`config.mk`:
```
export PLATFORM = sky130hd
export DESIGN_NAME = ordered_value_list_engine_core
export DESIGN_NICKNAME = d
export VERILOG_FILES = /design/src/hw/rtl/ovle_pkg.sv /design/src/hw/rtl/ordered_value_list_engine_core.sv /design/src/hw/rtl/ovle_ctrl.sv /design/src/hw/rtl/ovle_dp.sv
export SDC_FILE = /design/constraint.sdc
export NUM_CORES = 1
export LEC_CHECK = 0
export BUFFER_PORTS_ARGS = -buffer_cell sky130_fd_sc_hd__buf_2
export CORE_ASPECT_RATIO = 0.9
export CORE_MARGIN = 5
export CORE_UTILIZATION = 42
export CTS_BUF_LIST = sky130_fd_sc_hd__clkbuf_16
export CTS_CLUSTER_DIAMETER = 120
export DETAILED_ROUTE_END_ITERATION = 7
export GPL_ROUTABILITY_DRIVEN = 0
export HOLD_SLACK_MARGIN = 0.12
export SLEW_MARGIN = 5
export SYNTH_ARGS = -nofsm -noshare
export SYNTH_HDL_FRONTEND = slang
export SYNTH_HIERARCHICAL = 1
export SYNTH_SLANG_ARGS = --single-unit
```
`constraint.sdc`:
```
create_clock -name aclk -period 6.5 [get_ports aclk]
set_input_delay 0.65 -clock aclk [delete_from_list [all_inputs] [get_ports aclk]]
set_output_delay 0.65 -clock aclk [all_outputs]
set_load 0.01 [all_outputs]
```
`src/hw/rtl/ovle_pkg.sv`:
```
`default_nettype none

package ovle_pkg;

    localparam int unsigned CAPACITY_DEF = 16;
    localparam int unsigned OP_W         = 3;
    localparam int unsigned VAL_W        = 32;
    localparam int unsigned ST_W         = 3;
    localparam int unsigned CNT_W        = 5;
    localparam int unsigned S_DATA_W     = 72;
    localparam int unsigned M_DATA_W     = 40;

    typedef enum logic [OP_W-1:0] {
        OP_FRONT  = 3'd0,
        OP_BACK   = 3'd1,
        OP_BEFORE = 3'd2,
        OP_DELETE = 3'd3,
        OP_READ   = 3'd4
    } op_t;

    typedef enum logic [ST_W-1:0] {
        ST_OK        = 3'd0,
        ST_NO_ANCHOR = 3'd1,
        ST_FULL      = 3'd2,
        ST_NO_VALUE  = 3'd3,
        ST_EMPTY     = 3'd4
    } status_t;

    typedef enum logic [2:0] {
        S_IDLE,
        S_DECODE,
        S_WALK,
        S_READ,
        S_FINISH
    } state_t;

    typedef enum logic [1:0] {
        M_SEARCH,
        M_INSERT,
        M_DELETE
    } mode_t;

    typedef enum logic [2:0] {
        WR_NONE,
        WR_ITEM_TAIL,
        WR_ITEM_IDX,
        WR_CARRY_IDX,
        WR_RDATA_PREV
    } wr_sel_t;

    typedef struct packed {
        logic    load;
        logic    idx_clr;
        logic    idx_inc;
        logic    rd_en;
        wr_sel_t wr_sel;
        logic    carry_item;
        logic    carry_rdata;
        logic    count_inc;
        logic    count_dec;
        logic    out_load;
        logic    out_rdata;
        logic    out_last;
        status_t out_status;
    } cmd_t;

    typedef struct packed {
        logic [OP_W-1:0] op;
        logic            count_zero;
        logic            full;
        logic            match;
        logic            at_end;
        logic            at_last;
        logic            out_free;
    } sts_t;

endpackage

`default_nettype wire

```
`src/hw/rtl/ordered_value_list_engine_core.sv`:
```
// ordered list of up to CAPACITY signed 32-bit values, position 0 is the front
// input channel s_*: one request per item (add front, add back, insert before
// anchor, delete value, read all); s_tready is high only while no request is
// in progress
// result channel m_*: one item per request, or one item per entry for a
// read-all of a non-empty list; m_tlast marks the final item of a request
// add back and insert before anchor into an empty list: the item is written
// at the tail in the decode state; add front, insert before anchor, delete:
// the decode state leads into a walk of the list that reads one entry a cycle
// through the single registered read port of the list memory
// read-all: the entries in list order, one entry per cycle while the receiver
// takes them; a result waits in the output register while the next request
// is taken; a stalled receiver holds the output and pauses a read-all or the
// end of a request until the register frees
// reset empties the list and drops any pending result
`default_nettype none

module ordered_value_list_engine_core #(
    parameter int unsigned CAPACITY = ovle_pkg::CAPACITY_DEF
) (
    input  wire logic                            aclk,
    input  wire logic                            aresetn,
    input  wire logic                            s_tvalid,
    output logic                                 s_tready,
    // op[2:0], item_value[34:3], anchor_value[66:35], zero pad [71:67]
    input  wire logic [ovle_pkg::S_DATA_W-1:0]   s_tdata,
    output logic                                 m_tvalid,
    input  wire logic                            m_tready,
    // status[2:0], read_value[34:3], entry_count[39:35]
    output logic      [ovle_pkg::M_DATA_W-1:0]   m_tdata,
    output logic                                 m_tlast
);

    ovle_pkg::cmd_t cmd;
    ovle_pkg::sts_t sts;

    ovle_ctrl u_ctrl (
        .aclk     (aclk),
        .aresetn  (aresetn),
        .s_tvalid (s_tvalid),
        .s_tready (s_tready),
        .sts      (sts),
        .cmd      (cmd)
    );

    ovle_dp #(
        .CAPACITY (CAPACITY)
    ) u_dp (
        .aclk     (aclk),
        .aresetn  (aresetn),
        .s_tdata  (s_tdata),
        .m_tready (m_tready),
        .m_tvalid (m_tvalid),
        .m_tdata  (m_tdata),
        .m_tlast  (m_tlast),
        .cmd      (cmd),
        .sts      (sts)
    );

endmodule

`default_nettype wire

```
`src/hw/rtl/ovle_ctrl.sv`:
```
`default_nettype none

module ovle_ctrl (
    input  wire logic          aclk,
    input  wire logic          aresetn,
    input  wire logic          s_tvalid,
    output logic               s_tready,
    input  ovle_pkg::sts_t     sts,
    output ovle_pkg::cmd_t     cmd
);

    ovle_pkg::state_t  state_reg, state_next;
    ovle_pkg::mode_t   mode_reg, mode_next;
    ovle_pkg::status_t status_reg, status_next;

    always_ff @(posedge aclk) begin
        if (!aresetn) begin
            state_reg  <= ovle_pkg::S_IDLE;
            mode_reg   <= ovle_pkg::M_SEARCH;
            status_reg <= ovle_pkg::ST_OK;
        end else begin
            state_reg  <= state_next;
            mode_reg   <= mode_next;
            status_reg <= status_next;
        end
    end

    always_comb begin
        state_next  = state_reg;
        mode_next   = mode_reg;
        status_next = status_reg;
        cmd         = '0;
        s_tready    = 1'b0;
        case (state_reg)
            ovle_pkg::S_IDLE: begin
                s_tready = 1'b1;
                if (s_tvalid) begin
                    cmd.load    = 1'b1;
                    cmd.idx_clr = 1'b1;
                    cmd.rd_en   = 1'b1;
                    state_next  = ovle_pkg::S_DECODE;
                end
            end
            ovle_pkg::S_DECODE: begin
                status_next = ovle_pkg::ST_OK;
                if (sts.full && (sts.op inside {ovle_pkg::OP_FRONT, ovle_pkg::OP_BACK,
                                                ovle_pkg::OP_BEFORE})) begin
                    status_next = ovle_pkg::ST_FULL;
                    state_next  = ovle_pkg::S_FINISH;
                end else begin
                    case (sts.op)
                        ovle_pkg::OP_FRONT: begin
                            cmd.carry_item = 1'b1;
                            mode_next      = ovle_pkg::M_INSERT;
                            state_next     = ovle_pkg::S_WALK;
                        end
                        ovle_pkg::OP_BACK: begin
                            cmd.wr_sel    = ovle_pkg::WR_ITEM_TAIL;
                            cmd.count_inc = 1'b1;
                            state_next    = ovle_pkg::S_FINISH;
                        end
                        ovle_pkg::OP_BEFORE: begin
                            if (sts.count_zero) begin
                                cmd.wr_sel    = ovle_pkg::WR_ITEM_TAIL;
                                cmd.count_inc = 1'b1;
                                state_next    = ovle_pkg::S_FINISH;
                            end else begin
                                mode_next  = ovle_pkg::M_SEARCH;
                                state_next = ovle_pkg::S_WALK;
                            end
                        end
                        ovle_pkg::OP_DELETE: begin
                            if (sts.count_zero) begin
                                status_next = ovle_pkg::ST_NO_VALUE;
                                state_next  = ovle_pkg::S_FINISH;
                            end else begin
                                mode_next  = ovle_pkg::M_SEARCH;
                                state_next = ovle_pkg::S_WALK;
                            end
                        end
                        ovle_pkg::OP_READ: begin
                            if (sts.count_zero) begin
                                status_next = ovle_pkg::ST_EMPTY;
                                state_next  = ovle_pkg::S_FINISH;
                            end else begin
                                state_next = ovle_pkg::S_READ;
                            end
                        end
                        default: begin
                            state_next = ovle_pkg::S_FINISH;
                        end
                    endcase
                end
            end
            ovle_pkg::S_WALK: begin
                case (mode_reg)
                    ovle_pkg::M_SEARCH: begin
                        if (sts.at_end) begin
                            status_next = (sts.op == ovle_pkg::OP_BEFORE) ?
                                          ovle_pkg::ST_NO_ANCHOR : ovle_pkg::ST_NO_VALUE;
                            state_next  = ovle_pkg::S_FINISH;
                        end else if (sts.match) begin
                            if (sts.op == ovle_pkg::OP_BEFORE) begin
                                cmd.wr_sel      = ovle_pkg::WR_ITEM_IDX;
                                cmd.carry_rdata = 1'b1;
                                cmd.idx_inc     = 1'b1;
                                cmd.rd_en       = 1'b1;
                                mode_next       = ovle_pkg::M_INSERT;
                            end else if (sts.at_last) begin
                                cmd.count_dec = 1'b1;
                                state_next    = ovle_pkg::S_FINISH;
                            end else begin
                                cmd.idx_inc = 1'b1;
                                cmd.rd_en   = 1'b1;
                                mode_next   = ovle_pkg::M_DELETE;
                            end
                        end else begin
                            cmd.idx_inc = 1'b1;
                            cmd.rd_en   = 1'b1;
                        end
                    end
                    ovle_pkg::M_INSERT: begin
                        cmd.wr_sel = ovle_pkg::WR_CARRY_IDX;
                        if (sts.at_end) begin
                            cmd.count_inc = 1'b1;
                            state_next    = ovle_pkg::S_FINISH;
                        end else begin
                            cmd.carry_rdata = 1'b1;
                            cmd.idx_inc     = 1'b1;
                            cmd.rd_en       = 1'b1;
                        end
                    end
                    ovle_pkg::M_DELETE: begin
                        cmd.wr_sel = ovle_pkg::WR_RDATA_PREV;
                        if (sts.at_last) begin
                            cmd.count_dec = 1'b1;
                            state_next    = ovle_pkg::S_FINISH;
                        end else begin
                            cmd.idx_inc = 1'b1;
                            cmd.rd_en   = 1'b1;
                        end
                    end
                    default: begin
                        state_next = ovle_pkg::S_FINISH;
                    end
                endcase
            end
            ovle_pkg::S_READ: begin
                if (sts.out_free) begin
                    cmd.out_load   = 1'b1;
                    cmd.out_rdata  = 1'b1;
                    cmd.out_last   = sts.at_last;
                    cmd.out_status = ovle_pkg::ST_OK;
                    if (sts.at_last) begin
                        state_next = ovle_pkg::S_IDLE;
                    end else begin
                        cmd.idx_inc = 1'b1;
                        cmd.rd_en   = 1'b1;
                    end
                end
            end
            ovle_pkg::S_FINISH: begin
                if (sts.out_free) begin
                    cmd.out_load   = 1'b1;
                    cmd.out_last   = 1'b1;
                    cmd.out_status = status_reg;
                    state_next     = ovle_pkg::S_IDLE;
                end
            end
            default: begin
                state_next = ovle_pkg::S_IDLE;
            end
        endcase
    end

endmodule

`default_nettype wire

```
`src/hw/rtl/ovle_dp.sv`:
```
`default_nettype none

module ovle_dp #(
    parameter int unsigned CAPACITY = ovle_pkg::CAPACITY_DEF
) (
    input  wire logic                            aclk,
    input  wire logic                            aresetn,
    input  wire logic [ovle_pkg::S_DATA_W-1:0]   s_tdata,
    input  wire logic                            m_tready,
    output logic                                 m_tvalid,
    output logic      [ovle_pkg::M_DATA_W-1:0]   m_tdata,
    output logic                                 m_tlast,
    input  ovle_pkg::cmd_t                       cmd,
    output ovle_pkg::sts_t                       sts
);

    localparam int unsigned AW    = (CAPACITY > 1) ? $clog2(CAPACITY) : 1;
    localparam int unsigned CW    = $clog2(CAPACITY + 1);
    localparam int unsigned DEPTH = 1 << AW;
    localparam int unsigned VW    = ovle_pkg::VAL_W;

    logic [VW-1:0] mem [DEPTH];

    logic [ovle_pkg::OP_W-1:0]  op_reg;
    logic signed [VW-1:0]       item_reg;
    logic signed [VW-1:0]       anchor_reg;
    logic [VW-1:0]              rdata_reg;
    logic [VW-1:0]              carry_reg;
    logic [CW-1:0]              idx_reg, idx_next;
    logic [CW-1:0]              count_reg;

    logic                       out_valid_reg;
    logic [ovle_pkg::ST_W-1:0]  out_status_reg;
    logic [VW-1:0]              out_value_reg;
    logic [ovle_pkg::CNT_W-1:0] out_count_reg;
    logic                       out_last_reg;

    logic [CW-1:0]              idx_prev;
    logic [VW-1:0]              key;
    logic                       wr_en;
    logic [AW-1:0]              wr_addr;
    logic [VW-1:0]              wr_data;

    always_comb begin
        if (cmd.idx_clr) begin
            idx_next = '0;
        end else if (cmd.idx_inc) begin
            idx_next = idx_reg + CW'(1);
        end else begin
            idx_next = idx_reg;
        end
    end

    assign idx_prev = idx_reg - CW'(1);
    assign key      = (op_reg == ovle_pkg::OP_DELETE) ? item_reg : anchor_reg;

    always_comb begin
        wr_en   = 1'b1;
        wr_addr = idx_reg[AW-1:0];
        wr_data = carry_reg;
        case (cmd.wr_sel)
            ovle_pkg::WR_ITEM_TAIL: begin
                wr_addr = count_reg[AW-1:0];
                wr_data = item_reg;
            end
            ovle_pkg::WR_ITEM_IDX: begin
                wr_data = item_reg;
            end
            ovle_pkg::WR_CARRY_IDX: begin
                wr_data = carry_reg;
            end
            ovle_pkg::WR_RDATA_PREV: begin
                wr_addr = idx_prev[AW-1:0];
                wr_data = rdata_reg;
            end
            default: begin
                wr_en = 1'b0;
            end
        endcase
    end

    // list storage, one write and one registered read per cycle
    always_ff @(posedge aclk) begin
        if (wr_en) begin
            mem[wr_addr] <= wr_data;
        end
        if (cmd.rd_en) begin
            rdata_reg <= mem[idx_next[AW-1:0]];
        end
    end

    always_ff @(posedge aclk) begin
        if (cmd.load) begin
            op_reg     <= s_tdata[2:0];
            item_reg   <= s_tdata[34:3];
            anchor_reg <= s_tdata[66:35];
        end
        if (cmd.carry_item) begin
            carry_reg <= item_reg;
        end else if (cmd.carry_rdata) begin
            carry_reg <= rdata_reg;
        end
        if (cmd.out_load) begin
            out_status_reg <= cmd.out_status;
            out_value_reg  <= cmd.out_rdata ? rdata_reg : '0;
            out_count_reg  <= ovle_pkg::CNT_W'(count_reg);
            out_last_reg   <= cmd.out_last;
        end
    end

    always_ff @(posedge aclk) begin
        if (!aresetn) begin
            idx_reg       <= '0;
            count_reg     <= '0;
            out_valid_reg <= 1'b0;
        end else begin
            idx_reg <= idx_next;
            if (cmd.count_inc) begin
                count_reg <= count_reg + CW'(1);
            end else if (cmd.count_dec) begin
                count_reg <= count_reg - CW'(1);
            end
            if (cmd.out_load) begin
                out_valid_reg <= 1'b1;
            end else if (m_tready) begin
                out_valid_reg <= 1'b0;
            end
        end
    end

    assign sts.op         = op_reg;
    assign sts.count_zero = (count_reg == '0);
    assign sts.full       = (count_reg == CW'(CAPACITY));
    assign sts.match      = (rdata_reg == key);
    assign sts.at_end     = (idx_reg == count_reg);
    assign sts.at_last    = (idx_reg == CW'(count_reg - CW'(1)));
    assign sts.out_free   = !out_valid_reg || m_tready;

    assign m_tvalid = out_valid_reg;
    assign m_tdata  = {out_count_reg, out_value_reg, out_status_reg};
    assign m_tlast  = out_last_reg;

endmodule

`default_nettype wire

```
After elaboration in Yosys (flattened, before gate mapping)

Memory sizes are Yosys's and may differ from the RTL's. A register that Yosys moved wholly into a read port is not among the register bits.
Index checks and enable logic that the tools add are counted.

$add $sub $neg: 4
Eq/ne operators: 33
Multiplexer cells: 91
Bitwise operators: 1
Reduce and logical (&&, ||, !) cells: 19

Operator list:

| operator            | count |
|---|---|
| $mux 32             | 3 |
| $pmux 32 s2         | 1 |
| $mux 3              | 16 |
| $mux 2              | 18 |
| $eq 32x32->1        | 1 |
| $mux 1              | 26 |
| $pmux 3 s2          | 4 |
| $eq 3x2->1 const B  | 6 |
| $pmux 3 s3          | 2 |
| $mux 4              | 4 |
| $ne 2x2->1 const B  | 8 |
| $pmux 4 s2          | 2 |
| $mux 5              | 3 |
| $pmux 3 s5          | 1 |
| $pmux 5 s3          | 1 |
| $pmux 1 s2          | 6 |
| $add 5x1->5 const B | 2 |
| $eq 5x5->1          | 2 |
| $eq 3x1->1 const B  | 3 |
| $eq 3x3->1 const B  | 3 |
| $ne 3x3->1 const B  | 3 |
| $ne 4x4->1 const B  | 2 |
| $pmux 2 s2          | 2 |
| $reduce_and 8->1    | 1 |
| other kinds (22)    | 28 |

Flip-flop bits (word level): 159
RAM bits: 512
Output and inout port bits: 43
Logic and storage cells: 164
Memories: 1

Memories:

| name     | depth | bits a word | rd ports | clocked after memory_dff | write ports | line          | text |
|---|---|---|---|---|---|---|---|
| u_dp.mem | 16    | 32          | 1        | 1                        | 1           | ovle_dp.sv:22 | `logic [VW-1:0] mem [DEPTH];` |

Longest topological paths before layout

Gate-level depths: netlist of run 1.

Word-level depth: 13
Gate-level depth with buffers: 17

Hierarchy

The synthesis of run 1 kept the hierarchy.

Modules (own cells, without submodules):

| module    | instances | cells an instance | area an instance (µm²) | sequential area each (µm²) |
|---|---|---|---|---|
| ovle_dp   | 1         | 1,419             | 27,257.4               | 20,759.9 |
| ovle_ctrl | 1         | 121               | 883.3                  | 160.2 |

Worst setup path after synthesis of run 1

OpenSTA, ideal clock, no wires.

Path kind: register -> register
From: register u_dp/op_reg[2] (netlist bit)
To: memory u_dp/mem[5][0] (netlist bit) (enable)
Setup time: 421 ps
Data arrival time: 4,485 ps
Slack: 1,594 ps
Stages on the path, launching flop included: 17
Buffers on the path: 2
Period minus slack after synthesis: 4,906 ps
Path through: edfxtp_1 -> nand3b_1 -> buf_2 -> nor4_1 -> a31oi_1 -> a2111o_1 -> nor2_1 -> and2b_1 -> a21oi_1 -> nor3_1 -> buf_2 -> inv_1 -> and4_1 -> o31ai_1 -> o21ai_0 -> nand2b_1 -> nor2_1

RTL lines:

| element                | line          | text |
|---|---|---|
| start, declared        | ovle_dp.sv:24 | `logic [ovle_pkg::OP_W-1:0] op_reg;` |
| start signal, assigned | ovle_dp.sv:94 | `op_reg <= s_tdata[2:0];` |
| end, declared          | ovle_dp.sv:22 |  |

==> results.yml, run 1 <==
layout:
  fin_cells: 2629
  drive_gt1_frac: 0.265
  seqCellArea_um2: 20900
  largest_reg_flops: 512
  n_fill_cell: 5491
  multi_input_area_um2: 6820
  n_antenna_cell: 0
  final_cell_area_um2: 32500
  largest-register: "u_dp/mem"
  area_growth_pct: 15.5
  fin_nets: 1780
min_path:
  worstHoldPathType: "in -> reg"
  hp-start: "s_tdata[46]"
clock_network:
  clk_latency_ns: 0.60
  cts_buffers: 74
  post_cts_resized: 0
  clkTransAtPathRegs_ns: 0.06
  post_cts_buffers: 0
  h-tree-depth: 3
  cts_tree: "yes"
  root_buffer: "clkbuf_16"
  clockBufferDepth: 3
  clock-sinks: 703
  holdBufCountCts: 0
floorplan:
  initial_core_util: 0.421
  dieArea_um2: 72300
  fp.coreArea_um2: 66800
  std_cell_rows: 90
  die_width_um: 283
  die_y_um: 256
  boundaryPins: 119
timing:
  worst_pin_slew_ns: 1.12
  report.final.slew_viol_count: 0
  clock.fmax_ghz: 0.180
  hold_violations: 0
  min_period_ns: 5.54
  setup_tns_ns: 0
  slew_headroom: 0.254
  clock-skew-final_ns: 0.0279
  period_share: 0.853
  setup_viol: 0
  rsz0062_at_grt: "no"
global_routing:
  grt_pass1_wl_um: 101000
  antenna_found_initial: 1
  grt_pass1_vias: 15000
  track_usage: 0.188
  grt-ovfl-total: 0
  grt_start_max_net_pins: 66
route:
  drt_pass1_iterations: 5
  drc_errors: 0
  drt_wl_total_um: 69500
  ant_nets: 0
  wire_per_inst_um: 26.4
  drt_iter0_drc: 1363
  dr_total_vias: 15200
  via_per_inst: 5.78
yosys:
  synth_edf_count: 684
  synth_common_cells: "edfxtp_1 (684), nand2_1 (134), mux4_2 (128)"
  synth.area.top_cells: "edfxtp_1 (73%), mux4_2 (10%), a22oi_1 (2.5%)"
  syn_area_um2: 28100
  synth.distinct_cells: 66
  syn_nets: 1620
  synth.most_common_cell: "edfxtp_1"
  post_synth.cell_area_avg_um2: 18.3
  yosysTopAreaCellShare: 0.730
  synth_top_area_cell: "edfxtp_1"
  yosys_warnings: 6
  syn_inst: 1540
  synth-seq-cells: 703
  ys_seq_area_frac: 0.743
  ys_async_sr_fraction: 0
  synthFlopType: "edfxtp_1"
setup_path:
  worst-path-buf-inv: 4
  cp_slowest_cell: "edfxtp_1"
  critPathLaunch: "u_dp/op_reg[2]$_DFFE_PP_"
  worstPathArrival_ns: 5.81
  cp_common_cell: "buf_4"
  rr_startpoint: "u_dp/op_reg[2]$_DFFE_PP_"
  worstSetupStartpointType: "flip-flop"
  worstSetupPathType: "reg -> reg"
  slowest_delay_ns: 0.61
  end_kind: "flip-flop"
  critPathRequiredTime_ns: 6.77
  cpLargestDelayFamily: "simple AND/OR/NAND/NOR gates"
  path_cells: "nand3b_1 -> buf_4 -> nand4_1 -> nor3_1 -> a31oi_1 -> a2111o_1 -> nor2_1 -> and2b_1 -> a21oi_1 -> nor3_1 -> buf_4 -> inv_1 -> and4_1 -> o31ai_1 -> o21ai_0 -> nand2b_1 -> nor2_4 -> buf_4"
  critPathMaxFanout: 24
power_and_ir_drop:
  peakVddDrop_uv: 172
  powerDensity_nw_per_um2: 322
  leakagePower_nw: 10.7
place:
  portBuffers: 113
  dp_hpwl_um: 40900
  dp.cells: 2498
  dpl-instance-area_um2: 30100
run:
  maxCapViolations: 0
outcome:
  outcome: "complete, no violations"
[cell families after synthesis]
logic type,Yosys count,share of synthesized area
flops,703,0.743
simple gates,316,0.0555
compound gates,192,0.0494
mux,161,0.115
buf+inv,119,0.0207
xor+xnor,45,0.0140
fa+ha+maj,4,0.00178
[routing by layer]
layer	wire length [um]	GRT usage
met2	33100	0.296
met5	0	0
met4	1440	0.0447
met1	29300	0.276
met3	5680	0.0355
[final timing paths]
check        depth (start not counted)                           endpoint  slack [ns]
max reg2reg                         18          u_dp/mem[4][21]$_DFFE_PP_        0.96
max                                 18          u_dp/mem[4][21]$_DFFE_PP_        0.96
min                                  1      u_dp/anchor_reg[11]$_DFFE_PP_        0.23
min reg2reg                          2  u_ctrl/status_reg[2]$_SDFFE_PN0P_        0.45
[report_power, final]
group	leakage [nW]	internal (mW)	switching, mW	total [mW]
logic	3.09	0.240	0.560	0.800
registers	6.40	5.30	0.186	5.49
clock network	1.21	2.48	1.70	4.18
[metrics by stage]
stage           util  hold slack, ns  setup slack, ns  power, mW
2_1_floorplan      -           0.406             1.59       5.97
3_3_place_gp   0.451           0.449             1.13       6.34
3_5_place_dp   0.451           0.447             1.04       6.37
4_1_cts        0.487           0.189            0.969       10.5
5_1_grt        0.487           0.190            0.616       10.8
6_report       0.487           0.225            0.957       10.5
[placed cells by master (no fill, tap or decap), types with 9 or more instances in the layout]
master     count
dfxtp_1       19
bufinv_16      9
xnor2_1       22
mux2i_1       11
nor2_4        20
a22oi_1       94
nor2_1        23
clkbuf_16     76
xor2_1        23
clkinv_1      13
nor4_1        10
nand2_1      134
buf_12        12
nor3_1        19
mux2_2        22
o22ai_1       13
o21ai_0       23
and2_1        42
inv_1         46
nand4_1        9
nand2b_1      10
mux4_2       128
buf_4         42
buf_2        113
clkinv_2      14
edfxtp_1     684
a21oi_1       15
[layout make-up]
cell class | count | share of cell area
clock buffers | 76 | 0.0585
flip-flops and latches | 703 | 0.644
repair buffers | 167 | 0.0345
clock inverters | 55 | 0.0156
inverters | 36 | 0.00420
multi-input cells | 718 | 0.210
well taps | 874 | 0.0336
[worst register-to-register path, stage by stage (launching register included)]
cell and delay [ns]:
edfxtp_1 0.61, nand3b_1 0.17, buf_4 0.34, nand4_1 0.14, nor3_1 0.36, a31oi_1 0.10, a2111o_1 0.42, nor2_1 0.29
and2b_1 0.24, a21oi_1 0.08, nor3_1 0.21, buf_4 0.20, inv_1 0.09, and4_1 0.15, o31ai_1 0.25, o21ai_0 0.23
nand2b_1 0.38, nor2_4 0.56, buf_4 0.37
No activity file was read; power rests on OpenSTA's default activity.
==> run 2, diff against run 1 <==
Settings changed: CTS_BUF_LIST sky130_fd_sc_hd__clkbuf_16 to not set.
==> run 2 against run 1 <==
Via count about the same. Hold slack about the same. First-iteration DRC count increased by 0.51%. Setup slack improved by 0.017 ns. Count of clock-buffer cells in the layout increased by 11. Sequential cell count unchanged. Combinational power about the same. Sequential share of layout area unchanged. Non-clock buffer count unchanged. Critical path depth unchanged. Largest power group unchanged.
==> results.yml, run 2 (same netlist as run 1, synthesis figures left out) <==
clock_network:
  cts_tree: "yes"
  holdBufCountCts: 0
  clk_latency_ns: 0.60
  post_cts_resized: 0
  clockBufferDepth: 3
  clock-sinks: 703
  h-tree-depth: 3
  root_buffer: "clkbuf_16"
  cts_buffers: 74
  clkTransAtPathRegs_ns: 0.06
  post_cts_buffers: 0
setup_path:
  worstSetupStartpointType: "flip-flop"
  slowest_delay_ns: 0.61
  r2r_end: "u_dp/mem[4][21]$_DFFE_PP_"
  worstSetupPathType: "reg -> reg"
  cp_slowest_cell: "edfxtp_1"
  path_cells: "nand3b_1 -> buf_4 -> nand4_1 -> nor3_1 -> a31oi_1 -> a2111o_1 -> nor2_1 -> and2b_1 -> a21oi_1 -> nor3_1 -> buf_4 -> inv_1 -> and4_1 -> o31ai_1 -> o21ai_0 -> nand2b_1 -> nor2_4 -> buf_4"
  end_kind: "flip-flop"
  reg2reg_depth: 18
  critPathMaxFanout: 24
  worstPathArrival_ns: 5.79
  critPathRequiredTime_ns: 6.77
  rr_startpoint: "u_dp/op_reg[2]$_DFFE_PP_"
  cp_common_cell: "buf_4"
  r2r_slack_ns: 0.97
floorplan:
  boundaryPins: 119
  initial_core_util: 0.421
  std_cell_rows: 90
  die_width_um: 283
  dieArea_um2: 72300
  die_y_um: 256
  fp.coreArea_um2: 66800
timing:
  timing.final.ws_setup_ns: 0.974
  report.final.slew_viol_count: 0
  clock-skew-final_ns: 0.0281
  rsz0062_at_grt: "no"
  holdWs_ns: 0.225
  setup_viol: 0
  slew_headroom: 0.259
  worst_pin_slew_ns: 1.10
  clock.fmax_ghz: 0.181
  hold_violations: 0
  setup_tns_ns: 0
  min_period_ns: 5.53
  period_share: 0.850
layout:
  drive_gt1_frac: 0.265
  n_antenna_cell: 0
  area_growth_pct: 15.5
  final_cell_mix: "edfxtp_1 (684), nand2_1 (134), mux4_2 (128)"
  layout_commonest_cell: "edfxtp_1"
  fin_nets: 1780
  largest-register: "u_dp/mem"
  largest_reg_flops: 512
power_and_ir_drop:
  powerDensity_nw_per_um2: 323
  peakVddDrop_uv: 172
  leakagePower_nw: 10.7
  fin_total_pwr_mw: 10.5
route:
  via_per_inst: 5.78
  drc_errors: 0
  drt_iter0_drc: 1370
  ant_nets: 0
  drt_wl_total_um: 69500
  wire_per_inst_um: 26.4
  dr_total_vias: 15200
  drt_pass1_iterations: 5
place:
  dp_hpwl_um: 40900
  portBuffers: 113
  pre_cts_slack_ns: 1.04
global_routing:
  grt-ovfl-total: 0
  antenna_found_initial: 1
  grt_pass1_vias: 15000
  grt_pass1_wl_um: 101000
  grt_start_max_net_pins: 66
  track_usage: 0.188
min_path:
  whs_endpoint: "u_dp/anchor_reg[11]$_DFFE_PP_"
  hp-start: "s_tdata[46]"
  worstHoldPathType: "in -> reg"
  hold_path_depth: 1
run:
  maxCapViolations: 0
outcome:
  outcome: "complete, no violations"
run 2: cell count changes in the layout (fill, tap and decap cells not counted):
cell / delta
clkbuf_1: +11
inv_1: -11
run 2: layer usage:
| layer | GRT usage | vias to the layer above | share of wire |
|---|---|---|---|
| met5 | 0 | - | 0 |
| met4 | 0.0447 | 0 | 0.021 |
| met3 | 0.0355 | 101 | 0.087 |
| met2 | 0.296 | 698 | 0.48 |
| met1 | 0.276 | 7889 | 0.42 |
| li1 | - | 6496 | - |
run 2: critical path: cells and delay by family, from the launching register on:
family                 cells  cell delay (ns)
AOI/OAI and AO/OA          5             1.08
buffers and inverters      4             0.98
DFF                        1             0.61
and+or+nand+nor            9             2.48
run 2: area by class of cell:
cell class / instances / area, um2
Clock buffer: 87 / 1940
Clock inverter: 44 / 464
Fill cell: 5491 / 34300
Inverter: 36 / 136
Multi-Input combinational cell: 718 / 6820
Sequential cell: 703 / 20900
Tap cell: 874 / 1090
Timing Repair Buffer: 167 / 1120
run 2: report_power, final:
part	switching (mW)	internal (mW)
logic	0.560	0.240
clock network	1.70	2.50
registers	0.185	5.30
total	2.44	8.04
run 2: metrics by stage:
step | util | cell area (um2) | cells
after floorplan | - | 28100 | 1540
after global placement | 0.451 | 30100 | 2498
after detailed placement | 0.451 | 30100 | 2498
after CTS | 0.487 | 32500 | 2629
after global routing | 0.487 | 32500 | 2629
final | 0.487 | 32500 | 2629
run 2: how the worst max path moves through the flow:
stage | start | endpoint | cells after the start
finish | u_dp/op_reg[2]$_DFFE_PP_ | u_dp/mem[4][21]$_DFFE_PP_ | 18
global route | u_dp/op_reg[2]$_DFFE_PP_ | u_dp/mem[6][9]$_DFFE_PP_ | 18
CTS | u_dp/op_reg[2]$_DFFE_PP_ | u_dp/mem[6][28]$_DFFE_PP_ | 18
detailed placement | u_dp/op_reg[2]$_DFFE_PP_ | u_dp/mem[6][9]$_DFFE_PP_ | 18
global placement | u_dp/op_reg[2]$_DFFE_PP_ | u_dp/mem[4][9]$_DFFE_PP_ | 18
floorplan | u_dp/op_reg[2]$_DFFE_PP_ | u_dp/mem[5][0]$_DFFE_PP_ | 16
